$ cat config.mk
export PLATFORM = sky130hd
export DESIGN_NAME = instruction_bundle_packer
export DESIGN_NICKNAME = d
export VERILOG_FILES = /design/src/hdl/ibp_pkg.sv /design/src/hdl/ibp_front.sv /design/src/hdl/ibp_queue.sv /design/src/hdl/ibp_back.sv /design/src/hdl/instruction_bundle_packer.sv
export SDC_FILE = /design/constraint.sdc
export NUM_CORES = 1
export LEC_CHECK = 0
export ABC_CLOCK_PERIOD_IN_PS = 18600
export BUFFER_PORTS_ARGS = -buffer_cell sky130_fd_sc_hd__buf_2
export CAP_MARGIN = 25
export CORE_ASPECT_RATIO = 1.5
export CORE_MARGIN = 2
export CORE_UTILIZATION = 55
export CTS_BUF_LIST = sky130_fd_sc_hd__clkbuf_8
export DETAILED_ROUTE_END_ITERATION = 10
export PLACE_DENSITY = 0.77
export SETUP_SLACK_MARGIN = 0.3
export SLEW_MARGIN = 5
export SYNTH_ARGS = -nofsm -noshare
export SYNTH_HDL_FRONTEND = slang
export SYNTH_SLANG_ARGS = --single-unit
$ cat constraint.sdc
create_clock -name aclk -period 18.6 [get_ports aclk]
set_input_delay 5.58 -clock aclk [delete_from_list [all_inputs] [get_ports aclk]]
set_output_delay 5.58 -clock aclk [all_outputs]
set_load 0.01 [all_outputs]
$ cat src/hdl/ibp_pkg.sv
`timescale 1ns / 1ps
package ibp_pkg;

    localparam int WORD_W      = 64;
    localparam int REUSE_W     = 4;
    localparam int SLOT_W      = 21;
    localparam int REUSE_SHIFT = 17;
    localparam int GROUP_SIZE  = 3;
    localparam int BEATS       = GROUP_SIZE + 1;
    localparam int BEAT_W      = $clog2(BEATS);
    localparam int IN_DATA_W   = 72;

    localparam logic [SLOT_W-1:0] SLOT_BASE = SLOT_W'(11'h7E0);
    localparam logic [WORD_W-1:0] NOP_WORD  = 64'h50B0_0000_0007_0F00;

    // bundle queue between front and back
    localparam int Q_DEPTH = 2;
    localparam int Q_PTR_W = $clog2(Q_DEPTH);
    localparam int Q_CNT_W = $clog2(Q_DEPTH + 1);

    localparam logic [BEAT_W-1:0] LAST_BEAT = BEAT_W'(BEATS - 1);

    // word 0 is the control word, words 1..3 the instructions
    typedef struct packed {
        logic [BEATS-1:0][WORD_W-1:0] word;
    } bundle_t;

    typedef struct packed {
        logic    valid;
        bundle_t bundle;
    } push_t;

    typedef struct packed {
        logic full;
        logic empty;
    } qstat_t;

    // one 21-bit slot of the control word
    function automatic logic [SLOT_W-1:0] slot_value(input logic used,
                                                      input logic [REUSE_W-1:0] reuse);
        logic [SLOT_W-1:0] v;
        v = SLOT_BASE;
        if (used) begin
            v = v | (SLOT_W'(reuse) << REUSE_SHIFT);
        end
        return v;
    endfunction

endpackage

$ cat src/hdl/ibp_front.sv
`timescale 1ns / 1ps
module ibp_front (
    input  logic                           aclk,
    input  logic                           aresetn,
    input  logic                           in_accept,
    input  logic [ibp_pkg::WORD_W-1:0]     instr_word,
    input  logic [ibp_pkg::REUSE_W-1:0]    reuse_mask,
    input  logic                           final_instr,
    output ibp_pkg::push_t                 push
);
    import ibp_pkg::*;

    logic [WORD_W-1:0]  held_word_reg  [2];
    logic [REUSE_W-1:0] held_reuse_reg [2];
    logic [1:0]         fill_reg, fill_next;
    logic               close;

    logic [GROUP_SIZE-1:0][WORD_W-1:0]  grp_word;
    logic [GROUP_SIZE-1:0][REUSE_W-1:0] grp_reuse;
    logic [GROUP_SIZE-1:0]              grp_used;
    logic [GROUP_SIZE*SLOT_W-1:0]       ctrl_slots;

    // bundle closes on the third item or on a final one
    assign close = final_instr || (fill_reg == 2'd2);

    // assemble the group: held items, then the incoming one, then padding
    always_comb begin
        for (int i = 0; i < GROUP_SIZE; i++) begin
            grp_used[i] = (2'(i) <= fill_reg);
            if (i < 2 && 2'(i) < fill_reg) begin
                grp_word[i]  = held_word_reg[i[0]];
                grp_reuse[i] = held_reuse_reg[i[0]];
            end else if (2'(i) == fill_reg) begin
                grp_word[i]  = instr_word;
                grp_reuse[i] = reuse_mask;
            end else begin
                grp_word[i]  = NOP_WORD;
                grp_reuse[i] = '0;
            end
            ctrl_slots[i*SLOT_W +: SLOT_W] = slot_value(grp_used[i], grp_reuse[i]);
        end
    end

    always_comb begin
        push.valid          = in_accept && close;
        push.bundle.word[0] = WORD_W'(ctrl_slots);
        for (int i = 0; i < GROUP_SIZE; i++) begin
            push.bundle.word[i+1] = grp_word[i];
        end
    end

    always_comb begin
        fill_next = fill_reg;
        if (in_accept) begin
            fill_next = close ? 2'd0 : fill_reg + 2'd1;
        end
    end

    always_ff @(posedge aclk) begin
        if (!aresetn) begin
            fill_reg <= 2'd0;
        end else begin
            fill_reg <= fill_next;
        end
    end

    // held items, no reset needed
    always_ff @(posedge aclk) begin
        if (in_accept && !close) begin
            held_word_reg[fill_reg[0]]  <= instr_word;
            held_reuse_reg[fill_reg[0]] <= reuse_mask;
        end
    end

endmodule

$ cat src/hdl/ibp_queue.sv
`timescale 1ns / 1ps
module ibp_queue (
    input  logic              aclk,
    input  logic              aresetn,
    input  ibp_pkg::push_t    push,
    input  logic              pop,
    output ibp_pkg::bundle_t  head,
    output ibp_pkg::qstat_t   stat
);
    import ibp_pkg::*;

    bundle_t              entry_reg [Q_DEPTH];
    logic [Q_PTR_W-1:0]   wr_ptr_reg, wr_ptr_next;
    logic [Q_PTR_W-1:0]   rd_ptr_reg, rd_ptr_next;
    logic [Q_CNT_W-1:0]   cnt_reg, cnt_next;

    assign stat.full  = (cnt_reg == Q_CNT_W'(Q_DEPTH));
    assign stat.empty = (cnt_reg == '0);
    assign head       = entry_reg[rd_ptr_reg];

    // pointer and occupancy update
    always_comb begin
        wr_ptr_next = wr_ptr_reg;
        rd_ptr_next = rd_ptr_reg;
        cnt_next    = cnt_reg;
        if (push.valid) begin
            wr_ptr_next = (wr_ptr_reg == Q_PTR_W'(Q_DEPTH - 1)) ? '0 : wr_ptr_reg + 1'b1;
        end
        if (pop) begin
            rd_ptr_next = (rd_ptr_reg == Q_PTR_W'(Q_DEPTH - 1)) ? '0 : rd_ptr_reg + 1'b1;
        end
        if (push.valid && !pop) begin
            cnt_next = cnt_reg + 1'b1;
        end else if (pop && !push.valid) begin
            cnt_next = cnt_reg - 1'b1;
        end
    end

    always_ff @(posedge aclk) begin
        if (!aresetn) begin
            wr_ptr_reg <= '0;
            rd_ptr_reg <= '0;
            cnt_reg    <= '0;
        end else begin
            wr_ptr_reg <= wr_ptr_next;
            rd_ptr_reg <= rd_ptr_next;
            cnt_reg    <= cnt_next;
        end
    end

    always_ff @(posedge aclk) begin
        if (push.valid) begin
            entry_reg[wr_ptr_reg] <= push.bundle;
        end
    end

`ifndef ASSERT_OFF
    a_no_push_full: assert property (@(posedge aclk) disable iff (!aresetn)
        stat.full |-> !push.valid)
        else $error("bundle pushed into full queue");
    a_no_pop_empty: assert property (@(posedge aclk) disable iff (!aresetn)
        stat.empty |-> !pop)
        else $error("bundle popped from empty queue");
    a_cnt_range: assert property (@(posedge aclk) disable iff (!aresetn)
        cnt_reg <= Q_CNT_W'(Q_DEPTH))
        else $error("queue occupancy out of range");
    a_cnt_track: assert property (@(posedge aclk) disable iff (!aresetn)
        (push.valid && !pop) |=> (cnt_reg == $past(cnt_reg) + 1'b1))
        else $error("queue occupancy missed a push");
`endif

endmodule

$ cat src/hdl/ibp_back.sv
`timescale 1ns / 1ps
module ibp_back (
    input  logic                        aclk,
    input  logic                        aresetn,
    input  ibp_pkg::bundle_t            head,
    input  ibp_pkg::qstat_t             stat,
    output logic                        pop,
    output logic                        m_tvalid,
    input  logic                        m_tready,
    output logic [ibp_pkg::WORD_W-1:0]  m_tdata,
    output logic                        m_tlast
);
    import ibp_pkg::*;

    logic [BEAT_W-1:0] beat_reg, beat_next;
    logic              valid_reg, valid_next;
    logic [WORD_W-1:0] word_reg;
    logic              last_reg;
    logic              load;

    // output register refills when the queue holds a bundle and the register is empty or being taken
    assign load = !stat.empty && (!valid_reg || m_tready);
    assign pop  = load && (beat_reg == LAST_BEAT);

    always_comb begin
        beat_next  = beat_reg;
        valid_next = valid_reg;
        if (load) begin
            valid_next = 1'b1;
            beat_next  = (beat_reg == LAST_BEAT) ? '0 : beat_reg + 1'b1;
        end else if (m_tready) begin
            valid_next = 1'b0;
        end
    end

    always_ff @(posedge aclk) begin
        if (!aresetn) begin
            beat_reg  <= '0;
            valid_reg <= 1'b0;
        end else begin
            beat_reg  <= beat_next;
            valid_reg <= valid_next;
        end
    end

    always_ff @(posedge aclk) begin
        if (load) begin
            word_reg <= head.word[beat_reg];
            last_reg <= (beat_reg == LAST_BEAT);
        end
    end

    assign m_tvalid = valid_reg;
    assign m_tdata  = word_reg;
    assign m_tlast  = last_reg;

endmodule

$ cat src/hdl/instruction_bundle_packer.sv
`timescale 1ns / 1ps
// Packs 64-bit instruction words into four-word bundles: a control word with
// three 21-bit reuse slots, then three instruction words, NOP padded when a
// final item closes a partial group; m_tlast marks the fourth word. The input
// side takes one item per cycle while the two-entry bundle queue has room; the
// output side sends one word per cycle from a single-word output register
// while m_tready is high and the queue holds a bundle. A bundle's first word
// is written into a queue entry and then into the output register before it
// leaves.
module instruction_bundle_packer (
    input  logic        aclk,
    input  logic        aresetn,
    input  logic        s_tvalid,
    output logic        s_tready,
    input  logic [71:0] s_tdata,   // instr_word[63:0], reuse_mask[67:64], zero pad
    input  logic        s_tlast,   // final_instr
    output logic        m_tvalid,
    input  logic        m_tready,
    output logic [63:0] m_tdata,   // out_word[63:0]
    output logic        m_tlast    // bundle_end
);
    import ibp_pkg::*;

    push_t   push;
    bundle_t head;
    qstat_t  stat;
    logic    pop;
    logic    in_accept;

    assign s_tready  = !stat.full;
    assign in_accept = s_tvalid && s_tready;

    ibp_front u_front (
        .aclk        (aclk),
        .aresetn     (aresetn),
        .in_accept   (in_accept),
        .instr_word  (s_tdata[WORD_W-1:0]),
        .reuse_mask  (s_tdata[WORD_W +: REUSE_W]),
        .final_instr (s_tlast),
        .push        (push)
    );

    ibp_queue u_queue (
        .aclk    (aclk),
        .aresetn (aresetn),
        .push    (push),
        .pop     (pop),
        .head    (head),
        .stat    (stat)
    );

    ibp_back u_back (
        .aclk     (aclk),
        .aresetn  (aresetn),
        .head     (head),
        .stat     (stat),
        .pop      (pop),
        .m_tvalid (m_tvalid),
        .m_tready (m_tready),
        .m_tdata  (m_tdata),
        .m_tlast  (m_tlast)
    );

endmodule
Word-level counts from Yosys, hierarchy flattened --
Memory sizes are Yosys's and may differ from the RTL's. A register that Yosys moved wholly into a read port is not among the register bits. Index checks and enable logic that the tools add are counted.
Word-level totals: word-level logic and storage cells 76, bits in writable memories 646, memories kept 3, bits in registers 74, bits in latches 0, output and inout bits 67, ROM bits 0
Cells by class: equality and inequality tests 5, mux-type cells 29, shifts and indexed selects 0, multiply operators 0, $lt $le $gt $ge 6, divide/modulo/power cells 0, bitwise operators 0, add/sub/neg operators 6, reduce and logical (&&, ||, !) cells 19
Memory list:
- u_queue.entry_reg | words 2, bits a word 255, read ports 1, clocked after Yosys merged registers in 1, wr ports 1, line ibp_queue.sv:12 | bundle_t entry_reg [Q_DEPTH];
- u_front.held_word_reg | words 2, bits a word 64, read ports 2, clocked after Yosys merged registers in 0, wr ports 1, line ibp_front.sv:13 | logic [WORD_W-1:0] held_word_reg [2];
- u_front.held_reuse_reg | words 2, bits a word 4, read ports 2, clocked after Yosys merged registers in 0, wr ports 1, line ibp_front.sv:14 | logic [REUSE_W-1:0] held_reuse_reg [2];
Operator list (number):
- 2-to-1 mux 64 bit | 6
- binary-select mux 64 bit (select 2 bit) | 1
- 2-to-1 mux 21 bit | 3
- 2-to-1 mux 4 bit | 5
- 2-to-1 mux 1 bit | 10
- 2-to-1 mux 2 bit | 4
- logical AND 1 bit | 7
- adder 2 x 1 -> 2 bit (second input constant) | 3
- equality test 2 bit (second input constant) | 3
- zero test 1 bit | 6
- less-or-equal comparator 1 x 2 -> 1 bit (first input constant) | 2
- zero test 2 bit | 2
- less-than comparator 1 x 2 -> 1 bit (first input constant) | 2
- nonzero test 2 bit | 2
- less-than comparator 2 x 3 -> 1 bit (second input constant) | 1
- adder 1 bit (second input constant) | 2
- equality test 1 x 2 -> 1 bit (first input constant) | 1
- equality test 2 bit (first input constant) | 1
- less-or-equal comparator 2 bit (first input constant) | 1
- logical OR 1 bit | 2
- subtractor 2 x 1 -> 2 bit (second input constant) | 1

Longest topological paths before layout --
depth after elaboration 8, mapped depth 9, gate-level depth less buffers 9

By module --
A second synthesis with hierarchy kept.
Unflattened totals: cells, all modules 1429, area, all modules 29074.1 um^2
By module, submodules not included:
- ibp_queue | area each 18779.3 um^2, times used 1, cells each 818
- ibp_front | area each 6648.9 um^2, times used 1, cells each 451
- ibp_back | area each 3636.0 um^2, times used 1, cells each 158
- instruction_bundle_packer | area each 10.0 um^2, times used 1, cells each 2

Worst setup path before layout --
No wires, ideal clock.
kind input -> register, start point input s_tlast, end point memory u_queue.entry_reg[0][100] (netlist name), enable pin, slack 3.499 ns, arrival 14.329 ns, path buffers 0, stages on the path 3, setup time 0.773 ns, required time 17.827 ns, path through nor2_1 -> nand3b_1 -> nor2_1
On the way: longest elaborated chain between the ends 4
RTL lines:
- start, declared | line instruction_bundle_packer.sv:16 | input logic s_tlast,
- logical OR 1 bit | line ibp_front.sv:24 | assign close = final_instr || (fill_reg == 2'd2);
- logical AND 1 bit | line ibp_front.sv:45 | push.valid = in_accept && close;
- 2-to-1 mux 1 bit | line ibp_queue.sv:52 | if (push.valid) begin
- 2-to-1 mux 1 bit (implied by the code) | line ibp_queue.sv:53 | entry_reg[wr_ptr_reg] <= push.bundle;
- end, declared | line ibp_queue.sv:12
No other way between the ends.

Final worst setup path --
start point input s_tlast, end point memory u_queue.entry_reg[1][125] (netlist name), enable pin
Same word-level chain as after synthesis.

==> flow_summary_export.csv <==
group,metric,value,unit
cts,worstSkewPairLatency,0.65,ns
power_and_ir_drop,switching_share,0.2277,
synth,syn-num-nets,1457,
placement,dp_hpwl,24800,um
cts,cts.repair.resized,0,
run_status,outcome,"finished clean",
die,dieHeight,261.3,um
cts,clkSinkCount,619,
routing,drtPass1Iterations,5,
die,num_rows,94,
routing,drtAntennaViolNets,0,
placement,gp_congestion,0.7292,
sta,fin_tns_setup,0,ns
synth,synth_most_common_cell,"edfxtp_1",
worst_setup_path,critPathKind,"input port to flop",
finish,final_nets,1629,
sta,drv_slew,0,
cts,cts_buffers,86,
die,coreArea,0.04375,mm^2
power_and_ir_drop,total_power,2831,uW
synth,syn_inst,1374,
global_route,grt_pass1_wl,71950,um
routing,viasPerCell,5.722,
synth,ys_ff_latch,619,
synth,yosys-top-cells-area,"edfxtp_1, mux2_2, mux2i_1",
placement,dp.cells,2031,
cts,clockBufferDepth,3,
worst_setup_path,cp-start-kind,"input port",
die,fp.dieW,175.5,um
worst_setup_path,end_kind,"flop",
cts,cts_tree,"done",
die,dieArea,0.04586,mm^2
routing,vias,12550,
cts,cts_max_level,3,
die,ioPinCount,144,
global_route,first_global_vias,13060,
routing,top_layer_used,"met5",
synth,synth_edf_count,609,
worst_setup_path,cp.arrival,7.85,ns
routing,avgRoutedWirePerCell,22.08,um
power_and_ir_drop,p_sw,644.7,uW
sta,rsz0062_at_grt,"false",
routing,finalWirelength,48420,um
sta,finalHoldViolations,0,
power_and_ir_drop,seqPwrFrac,0.579,
finish,drive_gt1_frac,0.2750,
global_route,grt_overflow_total,0,
synth,async_flop_share,0,
cts,cts_hold_buf,0,
power_and_ir_drop,p_clk_frac,0.345,
synth,synth_top_cell_area_share,0.7535,
cts,root_buffer,"clkbuf_8",
routing,drt_iter0_drc,966,
finish,final_cells,2193,
routing,met1_length,18670,um
synth,synth_area,0.02427,mm^2
routing,drc,0,
sta,setup_ws,10.99,ns
global_route,antenna_found_initial,11,
power_and_ir_drop,ir_worst_vdd,0.06218,mV
sta,period_share,0.4090,
job,maxCapViolations,0,
placement,io_buffers,139,
sta,fmax,0.1315,GHz
synth,synthDistinctLibCells,36,
hold_path,min-delay-path-class,"flop to flop",
sta,worst_pin_slew,1.073,ns
synth,ys.flop_type,"edfxtp_1",
finish,final_core_util,0.6225,
power_and_ir_drop,power_density,104.0,mW/mm^2
finish,largest_reg_flops,408,
cts,cts_setup_buffers,0,
synth,syn_area_per_cell,17.66,um^2
synth,yosys_warnings,0,
power_and_ir_drop,internal_power,2186,uW
finish,nFillCells,3122,
placement,preCtsSetupSlack,10.33,ns
sta,relSlewSlack,0.2844,
worst_setup_path,cp_max_fo,71,
sta,fin_worst_skew,0.02883,ns
sta,min_period,7.607,ns
synth,synth_commonest_cells,"edfxtp_1, mux2_2, nand2_1, mux2i_1, and2_1",
global_route,grt_max_degree,82,
routing,met3_length,2867,um
power_and_ir_drop,leakagePower,0.008944,uW
die,start_util,0.5547,
sta,setup_viol,0,
worst_setup_path,required,18.84,ns
synth,ys_seq_area_frac,0.7617,
finish,area_delta_synth_final,12.21,%
global_route,grt_usage,0.2093,
routing,wl_met2,25600,um
power_and_ir_drop,combPwrFrac,0.076,
cts,path_clk_slew,0.07,ns
synth,yosys.area.top_type,"edfxtp_1",
worst_setup_path,r2r_slack,14.98,ns
[cells in the final DEF, fill, tap and decap left out, types with 2 or more instances in the layout]
cell / synthesis / final
nand2b_1: 14 / 13
o21ai_0: 54 / 54
buf_16: 0 / 3
dfxtp_1: 10 / 8
mux2i_1: 87 / 87
nor2_4: 0 / 5
ha_1: 6 / 3
or4_1: 2 / 2
clkinvlp_4: 0 / 2
diode_2: 0 / 6
buf_2: 10 / 139
xor2_1: 2 / 2
clkinv_2: 0 / 16
o22ai_1: 19 / 19
clkbuf_8: 0 / 90
buf_4: 14 / 19
a2bb2oi_1: 12 / 12
nor2_1: 22 / 17
clkinv_1: 1 / 18
o221ai_1: 34 / 34
nand2_1: 145 / 144
mux4_2: 6 / 6
and2_1: 57 / 57
dfxtp_4: 0 / 2
mux4_1: 18 / 18
nand3_1: 4 / 4
nor2b_1: 3 / 2
bufinv_16: 0 / 3
a21oi_1: 27 / 27
ha_4: 0 / 2
mux2_2: 150 / 150
edfxtp_1: 609 / 609
inv_1: 5 / 30
[final timing paths]
check,startpoint,cells past startpoint,endpoint
setup reg to reg,u_front.fill_reg[1],6,u_queue.entry_reg[1][125]
hold reg to reg,u_queue.rd_ptr_reg,2,flop
hold / removal,u_queue.rd_ptr_reg,2,flop
setup / recovery,s_tlast,6,u_queue.entry_reg[1][125]
[critical path: stages]
cell	delay, ns
buf_2	0.07
nor2_1	0.05
nand3b_1	0.35
nor2_4	0.15
buf_4	0.64
buf_4	0.88
[cell type report]
type,instances,area (um^2),share of cell area
sequential,619,18500,0.6791
multi-input combinational,671,5458,0.2004
clock buffer,90,1239,0.04548
timing repair buffer,162,940.9,0.03455
tap,576,720.7,0.02646
clock inverter,63,342.8,0.01259
inverter,6,22.52,0.0008270
antenna,6,15.01,0.0005513
[power groups by stage]
stage / combinational, uW / clock, uW / sequential (uW)
floorplan: 117 / 0 / 1690
global placement: 207 / 0 / 1670
detailed placement: 214 / 0 / 1670
CTS: 216 / 997 / 1640
global route: 232 / 1050 / 1640
finish: 215 / 976 / 1640
[kinds of logic (layout without fill, tap and decap cells)]
logic type               Yosys count  after routing  share of synthesized area
buffers and inverters             84            321                    0.01660
AND/OR/NAND/NOR                  252            252                    0.04784
adder cells (fa/ha/maj)            6              6                   0.003093
AO/OA/AOI/OAI                    150            150                    0.03949
flip-flops                       619            619                     0.7617
XOR/XNOR                           2              2                  0.0007219
multiplexers                     261            261                     0.1305
other                              0              6                          0
[per-layer routing]
| metal | vias to the layer above | global-route usage |
|---|---|---|
| li1 | 5701 | - |
| met3 | 86 | 0.04196 |
| met5 | - | 0 |
| met2 | 388 | 0.3704 |
| met4 | 8 | 0.09780 |
| met1 | 6366 | 0.2468 |
[stage by stage]
| stage | instance area [um^2] | hold WS, ns |
|---|---|---|
| floorplan | 24270 | 0.4514 |
| finish | 27230 | 0.4815 |
| global placement | 25530 | 0.4609 |
| detailed placement | 25560 | 0.4708 |
| CTS | 27140 | 0.4807 |
| global route | 27230 | 0.5094 |
Note: power is estimated with default switching activity, not from simulation.
